<file path="config.mk">
export PLATFORM = sky130hd
export DESIGN_NAME = held_key_change_event_queue
export DESIGN_NICKNAME = d
export VERILOG_FILES = /design/src/design/hkq_pkg.sv /design/src/design/hkq_ram.sv /design/src/design/held_key_change_event_queue.sv
export SDC_FILE = /design/constraint.sdc
export NUM_CORES = 1
export LEC_CHECK = 0
export ABC_AREA = 1
export BUFFER_PORTS_ARGS = -buffer_cell sky130_fd_sc_hd__buf_4
export CORE_ASPECT_RATIO = 1.1
export CORE_MARGIN = 2
export CORE_UTILIZATION = 59
export CTS_CLUSTER_SIZE = 16
export DETAILED_ROUTE_END_ITERATION = 16
export PLACE_DENSITY = 0.77
export SLEW_MARGIN = 5
export SYNTH_ARGS = -nofsm -noshare
export SYNTH_HDL_FRONTEND = slang
export SYNTH_SLANG_ARGS = --single-unit
</file>
<file path="constraint.sdc">
create_clock -name i_clk -period 5.48 [get_ports i_clk]
set_input_delay 0.548 -clock i_clk [delete_from_list [all_inputs] [get_ports i_clk]]
set_output_delay 0.548 -clock i_clk [all_outputs]
set_load 0.01 [all_outputs]
</file>
<file path="src/design/hkq_pkg.sv">
// Package: shared widths, defaults and the event entry type for the key-change queue.
`timescale 1ns / 1ps

package hkq_pkg;

    localparam int QUEUE_DEPTH_DEF = 64;
    localparam int KEY_BITS_DEF    = 16;

    localparam int HELD_W  = 16;
    localparam int INDEX_W = 4;

    typedef struct packed {
        logic               pressed;
        logic [INDEX_W-1:0] index;
    } t_event;

    localparam int ENTRY_W = $bits(t_event);

endpackage

</file>
<file path="src/design/hkq_ram.sv">
// Generic single-write, single-read RAM with a registered read port.
`timescale 1ns / 1ps

module hkq_ram #(
    parameter int WIDTH = 8,
    parameter int DEPTH = 64
) (
    input  logic                     i_clk,
    input  logic                     i_wr_en,
    input  logic [$clog2(DEPTH)-1:0] i_wr_addr,
    input  logic [WIDTH-1:0]         i_wr_data,
    input  logic                     i_rd_en,
    input  logic [$clog2(DEPTH)-1:0] i_rd_addr,
    output logic [WIDTH-1:0]         o_rd_data
);

    logic [WIDTH-1:0] r_mem [DEPTH];
    logic [WIDTH-1:0] r_rd_data;

    always_ff @(posedge i_clk) begin
        if (i_wr_en) begin
            r_mem[i_wr_addr] <= i_wr_data;
        end
        if (i_rd_en) begin
            r_rd_data <= r_mem[i_rd_addr];
        end
    end

    assign o_rd_data = r_rd_data;

endmodule

</file>
<file path="src/design/held_key_change_event_queue.sv">
// Top level: held-key change detector feeding a press/release event FIFO.
//
// Usage:
//   Input channel (i_valid / o_ready) takes one item: i_opcode and i_held_mask,
//   a mask of the keys held down now. The block compares the low KEY_BITS bits
//   with the mask it kept and queues one press or release event per changed
//   bit, lowest bit first, into a QUEUE_DEPTH-entry FIFO. Events that find the
//   FIFO full are dropped. An opcode 0 item gives no result; an opcode 1 item
//   then pops one event and returns it on the output channel (o_valid /
//   i_ready) with o_event_valid = 0 when the FIFO was empty.
// Scan and pop:
//   The change scan walks the changed bits one per cycle, lowest first, and
//   stops after the highest changed bit. A pop reads the RAM into its
//   registered read port, then loads the output register; the next item can
//   be accepted once that load is done and the block is back in idle.
// Reset: the kept mask and the FIFO pointers clear; FIFO contents are not
//   cleared, and no clearing pass is needed.
// Stall: a result waits in the output register while i_ready is low; the next
//   item is still accepted, scanned and popped; only its result waits for room.
`timescale 1ns / 1ps

module held_key_change_event_queue #(
    parameter int QUEUE_DEPTH = hkq_pkg::QUEUE_DEPTH_DEF,
    parameter int KEY_BITS    = hkq_pkg::KEY_BITS_DEF
) (
    input  logic                        i_clk,
    input  logic                        i_rst_n,
    input  logic                        i_valid,
    output logic                        o_ready,
    input  logic                        i_opcode,
    input  logic [hkq_pkg::HELD_W-1:0]  i_held_mask,
    output logic                        o_valid,
    input  logic                        i_ready,
    output logic                        o_event_valid,
    output logic                        o_key_pressed,
    output logic [hkq_pkg::INDEX_W-1:0] o_key_index
);

    import hkq_pkg::*;

    localparam int ADDR_W     = $clog2(QUEUE_DEPTH);
    localparam int BIT_W      = (KEY_BITS > 1) ? $clog2(KEY_BITS) : 1;
    localparam int HELD_EXT_W = (KEY_BITS > HELD_W) ? KEY_BITS : HELD_W;
    localparam logic [ADDR_W-1:0] LAST_ADDR = ADDR_W'(QUEUE_DEPTH - 1);

    typedef enum logic [1:0] {
        S_IDLE,
        S_SCAN,
        S_POP,
        S_RESP
    } t_state;

    t_state              r_state, n_state;
    logic [KEY_BITS-1:0] r_prev_mask, n_prev_mask;
    logic [KEY_BITS-1:0] r_chg, n_chg;     // changed bits, shifted out LSB first
    logic [KEY_BITS-1:0] r_now, n_now;     // new mask, shifted in step with r_chg
    logic [BIT_W-1:0]    r_bit, n_bit;     // key index of r_chg[0]
    logic                r_op, n_op;
    logic                r_hit, n_hit;     // pop found an event
    logic [ADDR_W-1:0]   r_wr_addr, n_wr_addr;
    logic                r_wr_lap, n_wr_lap;
    logic [ADDR_W-1:0]   r_rd_addr, n_rd_addr;
    logic                r_rd_lap, n_rd_lap;
    logic                r_out_valid, n_out_valid;
    logic                r_out_ev, n_out_ev;   // event flag of the held result
    t_event              r_out, n_out;

    logic [HELD_EXT_W-1:0] w_held_ext;
    logic [KEY_BITS-1:0]   w_now;
    logic [KEY_BITS-1:0]   w_changed;
    logic                  w_accept;
    logic                  w_full;
    logic                  w_empty;
    logic                  w_push;
    logic                  w_pop;
    t_event                w_push_entry;
    t_event                w_rd_entry;
    logic [ENTRY_W-1:0]    w_rd_data;

    assign w_held_ext = HELD_EXT_W'(i_held_mask);
    assign w_now      = w_held_ext[KEY_BITS-1:0];
    assign w_changed  = w_now ^ r_prev_mask;
    assign w_accept   = i_valid && o_ready;

    assign w_full  = (r_wr_addr == r_rd_addr) && (r_wr_lap != r_rd_lap);
    assign w_empty = (r_wr_addr == r_rd_addr) && (r_wr_lap == r_rd_lap);

    // Push the event for the bit at the bottom of the scan; drop it when full.
    assign w_push               = (r_state == S_SCAN) && r_chg[0] && !w_full;
    assign w_push_entry.pressed = r_now[0];
    assign w_push_entry.index   = INDEX_W'(r_bit);

    assign w_pop = (r_state == S_POP) && !w_empty;

    hkq_ram #(
        .WIDTH (ENTRY_W),
        .DEPTH (QUEUE_DEPTH)
    ) u_store (
        .i_clk     (i_clk),
        .i_wr_en   (w_push),
        .i_wr_addr (r_wr_addr),
        .i_wr_data (w_push_entry),
        .i_rd_en   (w_pop),
        .i_rd_addr (r_rd_addr),
        .o_rd_data (w_rd_data)
    );

    assign w_rd_entry = w_rd_data;

    always_comb begin
        n_state     = r_state;
        n_prev_mask = r_prev_mask;
        n_chg       = r_chg;
        n_now       = r_now;
        n_bit       = r_bit;
        n_op        = r_op;
        n_hit       = r_hit;
        n_wr_addr   = r_wr_addr;
        n_wr_lap    = r_wr_lap;
        n_rd_addr   = r_rd_addr;
        n_rd_lap    = r_rd_lap;
        n_out_valid = r_out_valid;
        n_out_ev    = r_out_ev;
        n_out       = r_out;

        // Release the output register once the receiver takes the item.
        if (r_out_valid && i_ready) begin
            n_out_valid = 1'b0;
        end

        unique case (r_state)
            S_IDLE: begin
                if (w_accept) begin
                    n_op  = i_opcode;
                    n_chg = w_changed;
                    n_now = w_now;
                    n_bit = '0;
                    if (|w_changed) begin
                        // Keep the new mask only when something changed.
                        n_prev_mask = w_now;
                        n_state     = S_SCAN;
                    end else if (i_opcode) begin
                        n_state = S_POP;
                    end
                end
            end
            S_SCAN: begin
                if (w_push) begin
                    if (r_wr_addr == LAST_ADDR) begin
                        n_wr_addr = '0;
                        n_wr_lap  = !r_wr_lap;
                    end else begin
                        n_wr_addr = r_wr_addr + 1'b1;
                    end
                end
                n_chg = r_chg >> 1;
                n_now = r_now >> 1;
                n_bit = r_bit + 1'b1;
                // Stop as soon as no changed bit is left above.
                if (!(|n_chg)) begin
                    n_state = r_op ? S_POP : S_IDLE;
                end
            end
            S_POP: begin
                n_hit = !w_empty;
                if (w_pop) begin
                    if (r_rd_addr == LAST_ADDR) begin
                        n_rd_addr = '0;
                        n_rd_lap  = !r_rd_lap;
                    end else begin
                        n_rd_addr = r_rd_addr + 1'b1;
                    end
                end
                n_state = S_RESP;
            end
            S_RESP: begin
                // Hold the read data until the output register has room.
                if (!r_out_valid || i_ready) begin
                    n_out_valid = 1'b1;
                    n_out_ev    = r_hit;
                    n_out       = r_hit ? w_rd_entry : '0;
                    n_state     = S_IDLE;
                end
            end
            default: begin
                n_state = S_IDLE;
            end
        endcase
    end

    always_ff @(posedge i_clk) begin
        if (!i_rst_n) begin
            r_state     <= S_IDLE;
            r_prev_mask <= '0;
            r_wr_addr   <= '0;
            r_wr_lap    <= 1'b0;
            r_rd_addr   <= '0;
            r_rd_lap    <= 1'b0;
            r_out_valid <= 1'b0;
        end else begin
            r_state     <= n_state;
            r_prev_mask <= n_prev_mask;
            r_wr_addr   <= n_wr_addr;
            r_wr_lap    <= n_wr_lap;
            r_rd_addr   <= n_rd_addr;
            r_rd_lap    <= n_rd_lap;
            r_out_valid <= n_out_valid;
        end
        r_chg    <= n_chg;
        r_now    <= n_now;
        r_bit    <= n_bit;
        r_op     <= n_op;
        r_hit    <= n_hit;
        r_out_ev <= n_out_ev;
        r_out    <= n_out;
    end

    assign o_ready       = (r_state == S_IDLE);
    assign o_valid       = r_out_valid;
    assign o_event_valid = r_out_valid && r_out_ev;
    assign o_key_pressed = r_out.pressed;
    assign o_key_index   = r_out.index;

    // An empty pop returns all-zero event fields.
    a_empty_pop_zero: assert property (@(posedge i_clk) disable iff (!i_rst_n)
        (o_valid && !o_event_valid) |-> (!o_key_pressed && (o_key_index == '0)))
        else $error("empty pop returned nonzero event fields");

    // A scan never runs with no changed bit left.
    a_scan_has_work: assert property (@(posedge i_clk) disable iff (!i_rst_n)
        (r_state == S_SCAN) |-> (r_chg != '0))
        else $error("scan state with no changed bits");

    // A poll-only item that changes nothing finishes at once.
    a_quiet_poll: assert property (@(posedge i_clk) disable iff (!i_rst_n)
        (w_accept && !i_opcode && (w_changed == '0)) |=> o_ready)
        else $error("quiet poll-only item did not return to ready");

    // A popped event leaves the FIFO one entry lighter: read pointer moved.
    a_pop_advances: assert property (@(posedge i_clk) disable iff (!i_rst_n)
        w_pop |=> (r_rd_addr != $past(r_rd_addr)) || (r_rd_lap != $past(r_rd_lap)))
        else $error("pop did not advance the read pointer");

endmodule
</file>
### Yosys cells after proc, flatten, opt, wreduce, memory -nomap -nowiden

Memories as Yosys holds them, arrays and structs flattened. A register that Yosys moved wholly into a read port is not among the register bits.
Index checks and enable logic that the tools add are counted.

| storage, ports and cells | value |
|---|---|
| latch bits | 0 |
| word-level logic and storage cells | 79 |
| memories | 1 |
| bits in read-only memories | 0 |
| input port bits | 21 |
| memory bits (writable) | 320 |
| output and inout port bits | 8 |
| register bits | 77 |

Memory list:

| name | words | width | rd ports | clocked after Yosys merged registers in | wr ports | RTL line | text |
|---|---|---|---|---|---|---|---|
| u_store.r_mem | 64 | 5 | 1 | 1 | 1 | hkq_ram.sv:17 | `logic [WIDTH-1:0] r_mem [DEPTH];` |

| operators by class | value |
|---|---|
| add/subtract/negate cells | 3 |
| $mul | 0 |
| reduce and logical (&&, ||, !) cells | 27 |
| bitwise operators | 1 |
| divide/modulo/power cells | 0 |
| equal/unequal tests | 12 |
| order comparisons | 0 |
| shifts and indexed selects | 0 |
| muxes and demuxes | 20 |

Operators by type and width:

| kind | count |
|---|---|
| one-hot mux 16 bit (2 select lines) | 2 |
| 2-to-1 mux 16 bit | 2 |
| OR reduction 16 bit | 1 |
| XOR 16 bit | 1 |
| OR reduction 15 bit | 1 |
| adder 6 x 1 -> 6 bit, second input constant | 2 |
| equality test 6 bit, second input constant | 2 |
| 2-to-1 mux 2 bit | 6 |
| 2-to-1 mux 6 bit | 2 |
| AND reduction 2 bit | 5 |
| AND reduction 3 bit | 3 |
| logical AND 1 bit | 8 |
| one-hot mux 2 bit (4 select lines) | 1 |
| one-hot mux 4 bit (2 select lines) | 1 |
| equality test 6 bit | 1 |
| zero test 1 bit | 5 |
| 2-to-1 mux 1 bit | 5 |
| adder 4 x 1 -> 4 bit, second input constant | 1 |
| equality test 2 bit, second input constant | 2 |
| 2-to-1 mux 4 bit | 1 |
| inequality test 2 bit, second input constant | 2 |
| AND reduction 4 bit | 1 |
| inequality test 3 x 1 -> 1 bit, second input constant | 1 |
| equality test 2 x 1 -> 1 bit, second input constant | 1 |
| other kinds (6) | 6 |

### Logic depth before layout (Yosys ltp)

| depth | value |
|---|---|
| depth after elaboration | 6 |
| depth in mapped cells | 14 |
| gate-level depth less buffers | 12 |

### By module

Synthesis repeated with hierarchy kept, for this count alone.

| second synthesis, totals | value |
|---|---|
| cell total of the unflattened synthesis | 1654 |
| area total of the unflattened synthesis | 17349.1 µm² |

Modules (own cells, without submodules):

| module | cells each | area an instance (µm²) | seq. area each (µm²) | instances |
|---|---|---|---|---|
| hkq_ram | 1162 | 13437.9 | 9759.4 | 1 |
| held_key_change_event_queue | 492 | 3911.3 | 1981.9 | 1 |

### Least setup slack after synthesis

OpenSTA, ideal clock, no wires.

| timing path | value |
|---|---|
| path kind | input-to-reg |
| start | in i_valid |
| end | reg r_bit[0], enable pin |
| stages | 2 |
| path slack | 2.656 ns |
| setup time | 0.441 ns |
| data required time | 5.039 ns |
| arrival time | 2.382 ns |
| buffers on the path | 0 |
| path through | inv_1 a21oi_1 |

| on the way | value |
|---|---|
| cells in the longest elaborated chain, start to end | 3 |

RTL lines:

| what | RTL line | text |
|---|---|---|
| start: declaration | held_key_change_event_queue.sv:28 | `input logic i_valid,` |
| logical AND 1 bit | held_key_change_event_queue.sv:83 | `assign w_accept = i_valid && o_ready;` |
| inequality test 2 x 1 -> 1 bit (no source line) | - |  |
| AND reduction 2 bit (no source line) | - |  |
| end signal: assignment | held_key_change_event_queue.sv:211 | `r_bit <= n_bit;` |
| end: declaration | held_key_change_event_queue.sv:57 | `logic [BIT_W-1:0] r_bit, n_bit;` |

Every way passes these cells.
A chain may end at the register's enable or synchronous reset.

### Final worst setup path

| timing path | value |
|---|---|
| start | reg r_state[0] |
| end | mem u_store.r_mem[50][2] (netlist bit), enable pin |

| on the way | value |
|---|---|
| cells in the longest elaborated chain, start to end | 5 |

RTL lines:

| what | RTL line | text |
|---|---|---|
| start: declaration | held_key_change_event_queue.sv:53 | `t_state r_state, n_state;` |
| start signal: assignment | held_key_change_event_queue.sv:201 | `r_state <= n_state;` |
| equality test 2 x 1 -> 1 bit | held_key_change_event_queue.sv:89 | `assign w_push = (r_state == S_SCAN) && r_chg[0] && !w_full;` |
| logical AND 1 bit (2 in series) | held_key_change_event_queue.sv:89 |  |
| 2-to-1 mux 1 bit | hkq_ram.sv:21 | `if (i_wr_en) begin` |
| 2-to-1 mux 1 bit (not written as such) | hkq_ram.sv:22 | `r_mem[i_wr_addr] <= i_wr_data;` |
| end: declaration | hkq_ram.sv:17 |  |

Every way passes these cells.

==> out/results.tsv <==
metric	value	unit
status	completed	
utilization	0.651	
cts_setup_buffers	0	
relSlewSlack	0.243	
ios	29	
netlist_instances	1571	
p_sw_frac	0.250	
nets	1591	
hold_violations	0	
multi_input_area	4460	sq um
grt_start_max_net_pins	107	
wl	38800	um
ys.warnings.count	0	
min_period_over_period	0.686	
layout.cells.non_filler	1965	
coreArea	28500	sq um
holdWs	0.217	ns
finalSetupTns	0	ns
n_antenna_cell	0	
area_growth	9.11	%
synth_edf_count	369	
rows	65	
dieArea	30300	sq um
critPathMaxFanout	35	
seqCellArea	11700	sq um
seqPwrFrac	0.537	
crit_arrival	3.92	ns
numCtsBuffers	39	
clockPowerShare	0.358	
synth_area	17000	sq um
place_hpwl	23300	um
finalInstanceArea	18600	sq um
syn_avg_cell_area	10.8	sq um
cts.sinks	402	
num-fill-cells	2075	
cts_tree	built	
p_int	0.00540	W
wl_per_cell	19.8	um
die_y	182	um
num_vias	11600	
synth_fp_nets	1595	
track_usage	0.255	
post_cts_resized	0	
power_density	387	nW/um^2
overflow	0	
period_needed	3.76	ns
combPwrFrac	0.105	
via_per_inst	5.89	
drc	0	
ant_nets	0	
cts-root-buf	clkbuf_16	
dp.cells	1894	
cts.clk_slew.worst_paths	0.07	ns
ir_worst_vdd	0.391	mV
place.gp.congestion	0.917	
io_buffers	28	
dr.pass1.iters	6	
worstSetupEndpointType	register	
synthDistinctLibCells	32	
synth-seq-area-share	0.689	
start_kind	register	
placed_area	17400	sq um
setup-violations-final	0	
cap_violations	0	
synth_ff_type	edfxtp_1	
cp.required	5.65	ns
grt_pass1_vias	11300	
async_flop_share	0	
path_class	reg2reg	
p_leak	6.60	nW
maxSlewViolCount	0	
floorplan.initialDensity	0.597	
fp.dieW	166	um
hold_path.class	in2reg	
ys_ff_latch	402	
htree_levels	2	
cts.path.max_buffers	3	
grt_pass1_wl	60000	um
p_sw	0.00180	W
clock.fmax	0.266	GHz
fin_skew	0.0160	ns
rsz0062_at_grt	false	
clk_latency	0.53	ns
ctsHoldBuffers	0	
worstMarginPinSlew	1.13	ns
drive_gt1_frac	0.0689	
antenna_found_initial	0	
drtIter0Drc	1334	
-- metrics by stage --
step	setup slack (ns)	total power, W
6_report	1.72	0.00720
5_1_grt	1.56	0.00744
4_1_cts	1.86	0.00722
3_5_place_dp	1.92	0.00467
3_3_place_gp	1.98	0.00465
2_1_floorplan	2.66	0.00437
-- cells by family after synthesis --
family	synth area share
and+or+nand+nor	0.150
DFF	0.689
AOI/OAI and AO/OA	0.104
buffers and inverters	0.0499
xor gates and xnor gates	0.00463
adders and majority gates	0.00220
-- synth_stat cells (2+ instances only) --
| cell type | instances | area [sq um] |
|---|---|---|
| nor2_1 | 336 | 1260 |
| buf_4 | 6 | 45.0 |
| nand2_2 | 4 | 25.0 |
| buf_2 | 41 | 205 |
| nand3_1 | 49 | 245 |
| o221ai_1 | 2 | 17.5 |
| or2_2 | 3 | 18.8 |
| inv_2 | 3 | 11.3 |
| o211ai_1 | 39 | 293 |
| inv_1 | 100 | 375 |
| nand3_2 | 2 | 20.0 |
| nand4_1 | 4 | 25.0 |
| o21ai_0 | 211 | 1060 |
| nor3_1 | 7 | 35.0 |
| nand2_1 | 235 | 882 |
| ha_1 | 3 | 37.5 |
| o21ai_1 | 4 | 20.0 |
| buf_6 | 9 | 101 |
| a31oi_1 | 14 | 87.6 |
| edfxtp_1 | 369 | 11100 |
| xor2_1 | 8 | 70.1 |
| o22ai_1 | 18 | 113 |
| dfxtp_1 | 33 | 661 |
| clkbuf_1 | 27 | 101 |
| a21oi_1 | 37 | 185 |
-- registers in the layout, summed over array words and instances (netlist names) --
| signal | cells |
|---|---|
| o_key_index | 4 |
| o_key_pressed | 1 |
| o_valid | 1 |
| r_bit | 4 |
| r_chg | 16 |
| r_hit | 1 |
| r_now | 16 |
| r_op | 1 |
| r_out_ev | 1 |
| r_prev_mask | 16 |
| r_rd_addr | 6 |
| r_rd_lap | 1 |
| r_state | 2 |
| r_wr_addr | 6 |
| r_wr_lap | 1 |
| u_store.o_rd_data | 5 |
| u_store.r_mem | 320 |
-- power groups by stage --
stage,registers [W],logic (W),clock network [W]
after CTS,0.00386,0.000753,0.00260
after detailed placement,0.00393,0.000745,0
after floorplan,0.00397,0.000397,0
final,0.00386,0.000757,0.00258
after global routing,0.00388,0.000840,0.00273
after global placement,0.00392,0.000730,0
-- placed cells by master, fill, tap and decap left out, types with 18 or more instances in the layout --
| master | n |
|---|---|
| edfxtp_1 | 369 |
| nor2_1 | 336 |
| nand2_1 | 235 |
| o21ai_0 | 211 |
| inv_1 | 100 |
| nand3_1 | 49 |
| clkbuf_16 | 40 |
| o211ai_1 | 39 |
| buf_4 | 38 |
| a21oi_1 | 36 |
| dfxtp_1 | 31 |
| o22ai_1 | 18 |
-- area by class of cell --
type	count	share of cell area
Inverter	105	0.0213
Clock buffer	56	0.0587
Sequential cell	402	0.632
Clock inverter	15	0.00808
Tap cell	368	0.0248
Multi-Input combinational cell	981	0.240
Timing Repair Buffer	38	0.0153
-- path summary, 6_finish.rpt --
| kind | from | to | slack [ns] | depth (start not counted) |
|---|---|---|---|---|
| setup / recovery | r_state[0] | u_store.r_mem[50][2] | 1.72 | 8 |
| hold / removal | i_opcode | r_op | 0.22 | 1 |
| setup reg to reg | r_state[0] | u_store.r_mem[50][2] | 1.72 | 8 |
| hold reg to reg | r_prev_mask[11] | r_prev_mask[11] | 0.47 | 2 |
-- critical path: stages (launching register included) --
cell and delay [ns]:
dfxtp_1 0.44, inv_2 0.11, nor2_4 0.51, inv_2 0.44
nor2_2 0.23, nand2_2 0.18, inv_2 0.24, nand4_1 0.62
nor2_1 0.61
-- per-layer routing --
metal / vias to the layer above / part of all wire / global-route usage / wire, um
met2: 552 / 0.48 / 0.421 / 18600
met5: - / 0 / 0 / 0
li1: 5436 / - / - / -
met4: 0 / 0.048 / 0.127 / 1880
met1: 5453 / 0.39 / 0.333 / 15200
met3: 124 / 0.081 / 0.0397 / 3140
No activity file was read; power rests on OpenSTA's default activity.
